--- config.mk ---
export PLATFORM = sky130hd
export DESIGN_NAME = srt_cell
export DESIGN_NICKNAME = d
export VERILOG_FILES = /design/src/design/srt_pkg.sv /design/src/design/srt_cell.sv
export SDC_FILE = /design/constraint.sdc
export NUM_CORES = 1
export LEC_CHECK = 0
export ABC_AREA = 1
export BUFFER_PORTS_ARGS = -buffer_cell sky130_fd_sc_hd__buf_2
export CAP_MARGIN = 20
export CORE_UTILIZATION = 43
export CTS_CLUSTER_DIAMETER = 200
export DETAILED_ROUTE_END_ITERATION = 12
export GPL_ROUTABILITY_DRIVEN = 1
export MAX_ROUTING_LAYER = met4
export PLACE_DENSITY = 0.81
export RECOVER_POWER = 50
export SYNTH_ARGS = -nofsm -noshare
export SYNTH_HDL_FRONTEND = slang
export SYNTH_SLANG_ARGS = --single-unit
--- constraint.sdc ---
create_clock -name clk -period 2.8 [get_ports clk]
set_clock_uncertainty 0.2 [all_clocks]
set_input_delay 0.28 -clock clk [delete_from_list [all_inputs] [get_ports clk]]
set_output_delay 0.28 -clock clk [all_outputs]
set_load 0.05 [all_outputs]
--- src/design/srt_pkg.sv ---
// Package for the sort and median unit.
// Holds the shared widths, the controller state type, the cell operation codes and the cell link type.
// No dependencies.
`default_nettype none
package srt_pkg;
	localparam int DATA_W        = 32;
	localparam int RANK_W        = 6;
	localparam int MED_W         = 33;
	localparam int MAX_ITEMS_DEF = 64;

	typedef enum logic {
		ST_LOAD,
		ST_DRAIN
	} srt_state_t;

	typedef enum logic [1:0] {
		CELL_HOLD,
		CELL_INSERT,
		CELL_SHIFT
	} cell_op_t;

	// Link between neighboring cells.
	typedef struct packed {
		logic                     valid;
		logic                     gt;
		logic signed [DATA_W-1:0] value;
	} cell_t;
endpackage
`default_nettype wire

--- src/design/srt_cell.sv ---
// One cell of the insertion chain: holds one value and keeps the chain sorted ascending.
// Depends on srt_pkg.
`default_nettype none
module srt_cell (
	input  wire logic                             clk,
	input  wire logic                             arst_n,
	input  wire srt_pkg::cell_op_t                op,
	input  wire logic signed [srt_pkg::DATA_W-1:0] x,
	input  wire srt_pkg::cell_t                   left,
	input  wire srt_pkg::cell_t                   right,
	output srt_pkg::cell_t                        own
);
	import srt_pkg::*;

	logic                     valid_q;
	logic signed [DATA_W-1:0] value_q;
	logic                     gt;

	// empty cells count as greater; ties keep arrival order
	assign gt = !valid_q || (value_q > x);

	assign own = '{valid: valid_q, gt: gt, value: value_q};

	always_ff @(posedge clk or negedge arst_n) begin
		if (!arst_n) begin
			valid_q <= 1'b0;
		end else begin
			case (op)
				CELL_INSERT: begin
					if (left.gt) begin
						valid_q <= left.valid;
					end else if (gt) begin
						valid_q <= 1'b1;
					end
				end
				CELL_SHIFT: valid_q <= right.valid;
				default: ;
			endcase
		end
	end

	always_ff @(posedge clk) begin
		case (op)
			CELL_INSERT: begin
				if (left.gt) begin
					value_q <= left.value;
				end else if (gt) begin
					value_q <= x;
				end
			end
			CELL_SHIFT: value_q <= right.value;
			default: ;
		endcase
	end
endmodule
`default_nettype wire
==> run summary <==
Final layout
• fin util: 59.7%
• ratio of cells with drive above 1 in the final layout: 27.7%
• area used by multi-input combinational logic: 1370 sq um
• layout net count: 605
• register area: 986 sq um
• fill cell total of the finished layout: 542
• number of diodes: 0
• area added between synthesis and finish: 30.5%

STA
• final worst path period share: 93.4%
• unrepaired setup endpoints after global routing: false
• setup-violating endpoint count in the final report: 0
• count of endpoints failing hold in the final timing report: 0
• Fmax: 383 MHz
• transition at the pin with the smallest max-transition slack: 1.10 ns
• worst path setup slack after routing: 0.186 ns
• final-layout setup total negative slack: 0 ns
• clock period minus worst slack: 2.61 ns
• Slew headroom: 26.4%
• fin. max-slew vios: 0

Place
• routability-driven placement congestion ratio: 0.782
• placement-stage worst setup slack: 0.228 ns
• placed wire-length estimate: 5250 um
• number of port buffers: 136

Setup path
• kind of end point of the critical path: output port
• Reg-to-Reg Start: value_q[6]
• startpoint type of the worst setup path: flop
• CP Launch Point: value_q[6]
• worst-case reg-to-reg path depth: 16
• CP required: 2.32 ns
• biggest fanout along the worst timing path: 2
• crit path DAT: 2.13 ns
• Critical Setup Path Class: reg -> out

Synth
• Synth area leaders: sky130_fd_sc_hd__edfxtp_1, sky130_fd_sc_hd__ha_1, sky130_fd_sc_hd__nand2_1
• fraction of post-synthesis cell area in the top cell type by area: 37.0%
• synthesized netlist net count: 472
• cell count after synthesis: 336
• number of flops mapped to enable cells by yosys: 32
• most instantiated flip-flop cell in the synthesis netlist: sky130_fd_sc_hd__edfxtp_1
• cell area after synthesis: 2590 sq um
• number of synthesized register bits: 33
• most common cell in the netlist: sky130_fd_sc_hd__nand2_1
• library cell with the largest summed area after synthesis: sky130_fd_sc_hd__edfxtp_1
• top cells by instance count after synthesis: sky130_fd_sc_hd__nand2_1, sky130_fd_sc_hd__nor2_1, sky130_fd_sc_hd__inv_1
• register area share after synthesis: 38.0%
• async set-or-reset flop fraction in the synthesized netlist: 3.03%
• Yosys warning count: 0
• Cell variety after synth: 24
• Mapped Avg Cell Area: 7.72 sq um

Routing
• detail-routed net length per standard cell: 12.4 um
• TritonRoute pass-1 iters: 4
• total detailed-routing wirelength: 6720 um
• routed via count divided by cell count: 4.95
• number of design rule violations left after detail routing: 0
• number of vias in the routed layout: 2682
• antenna violation net count after detailed routing: 0
• initial drt markers: 94

CTS
• number of setup buffers added after CTS: 0
• CTS Root Cell: sky130_fd_sc_hd__clkbuf_8
• TritonCTS clock tree: done
• clk slew on worst S/H paths: 0.07 ns
• CTS sink cnt: 33
• insertion delay of the later-clocked pin in the worst-skew pair: 0.29 ns
• total CTS buffers: 5
• clock buffer depth: 2
• H-tree depth: 2

Global route
• Overflow after GRT: 0
• combined global-route utilization of all metal layers: 22.2%
• number of global-route vias before repair: 2478
• global-route wire length before repair: 10700 um
• number of antenna violations at the first check in global routing: 0
• pin count of the biggest net entering global routing: 36

Floorplanning
• top-level I/O count: 138
• width of the chip: 79.7 um
• Core Rows: 27
• starting utilization of the core area: 45.7%
• area of the core: 5680 sq um
• die area: 6350 sq um
• height of the chip: 79.7 um

Hold path
• class of the worst hold path: in -> async

Run status
• outcome: finished, final reports clean

Power and ir drop
• PwrDens: 458 nW/um^2
• reported leakage power: 1.75 nW
• VDD IR-drop max: 232 uV
• power after layout: 1.55 mW

Job
• total of max-cap violations: 0

## power breakdown
part | internal (mW) | switching [mW] | total [mW]
Sequential | 0.605 | 0.0267 | 0.632
Clock | 0.172 | 0.183 | 0.355
Combinational | 0.182 | 0.383 | 0.565
## placed cells by master, fill, tap and decap left out, types with 2 or more instances in the layout
cell type and count:
sky130_fd_sc_hd__edfxtp_1 32, sky130_fd_sc_hd__nor2_2 3, sky130_fd_sc_hd__inv_2 2, sky130_fd_sc_hd__nand2_1 104, sky130_fd_sc_hd__nand2_2 5, sky130_fd_sc_hd__o21ai_0 3
sky130_fd_sc_hd__nor2_1 41, sky130_fd_sc_hd__nand3_1 5, sky130_fd_sc_hd__nand4_1 3, sky130_fd_sc_hd__inv_1 40, sky130_fd_sc_hd__a31oi_1 32, sky130_fd_sc_hd__clkinv_2 2
sky130_fd_sc_hd__ha_1 32, sky130_fd_sc_hd__clkbuf_1 33, sky130_fd_sc_hd__buf_4 4, sky130_fd_sc_hd__a21oi_1 12, sky130_fd_sc_hd__buf_2 103, sky130_fd_sc_hd__clkbuf_8 5
## metrics by stage
| stage | cells | cell area [sq um] | hold WS (ns) |
|---|---|---|---|
| CTS | 542 | 3420 | 0.0990 |
| finish | 542 | 3390 | 0.0906 |
| floorplan | 336 | 2590 | -0.216 |
| detailed placement | 533 | 3330 | -0.144 |
| global route | 542 | 3390 | 0.0844 |
| global placement | 533 | 3330 | -0.145 |
## per-layer routing
metal  wire length, um  vias to the layer above  GRT usage [%]  share of wire (%)
met4                46                        0           6.18               0.68
met2              3390                       92           38.7                 50
met3               363                        4           3.43                5.4
met1              2930                     1209           26.5                 44
li1                  -                     1377              -                  -
met5                 0                        -              -                  0
## worst paths after layout
path                                    end  slack (ns)
worst max-delay path                own[32]        0.19
worst min register to register      valid_q        0.38
worst min-delay path                valid_q        0.09
worst max register to register  value_q[15]        0.26
min in group clk                    valid_q        0.13
max in group asynchronous           valid_q        2.23
## sequential cells by signal, summed over array words and instances (netlist names)
name / cells
valid_q: 1
value_q: 32
## worst max-delay path: stages (launching register included)
cell and delay [ns]:
sky130_fd_sc_hd__edfxtp_1 0.41, sky130_fd_sc_hd__ha_1 0.30, sky130_fd_sc_hd__nand2_1 0.06, sky130_fd_sc_hd__nor2_1 0.20, sky130_fd_sc_hd__nand2_1 0.09, sky130_fd_sc_hd__nand2_1 0.08, sky130_fd_sc_hd__nand2_1 0.05, sky130_fd_sc_hd__nand2_1 0.07
sky130_fd_sc_hd__nand2_1 0.07, sky130_fd_sc_hd__nand2_1 0.06, sky130_fd_sc_hd__nand2_1 0.04, sky130_fd_sc_hd__nand2_1 0.07, sky130_fd_sc_hd__nand2_2 0.06, sky130_fd_sc_hd__nand2_1 0.06, sky130_fd_sc_hd__clkbuf_4 0.23
## cells by family (layout without fill, tap and decap cells)
group	count (synthesis)	in the layout	share of synthesized area, %
AND/OR/NAND/NOR	163	163	25.3
buffers and inverters	58	192	9.41
AO/OA/AOI/OAI	50	50	11.9
flip-flops	33	33	38.0
adder cells (fa/ha/maj)	32	32	15.4
## final cells by class
type                       instances  area share (%)
tap                               72            2.66
clock buffer                       6            2.14
timing repair buffer             142            20.8
sequential                        33            29.1
multi-input combinational        245            40.4
clock inverter                     2           0.296
inverter                          42            4.66
## timing repair
item | CTS | global route
endpoints found under the hold margin | 1 | 0
endpoints found under the setup margin | 0 | 1
hold buffers | 1 | 0
resized for setup | 0 | 2
Note: power is estimated with default switching activity, not from simulation.
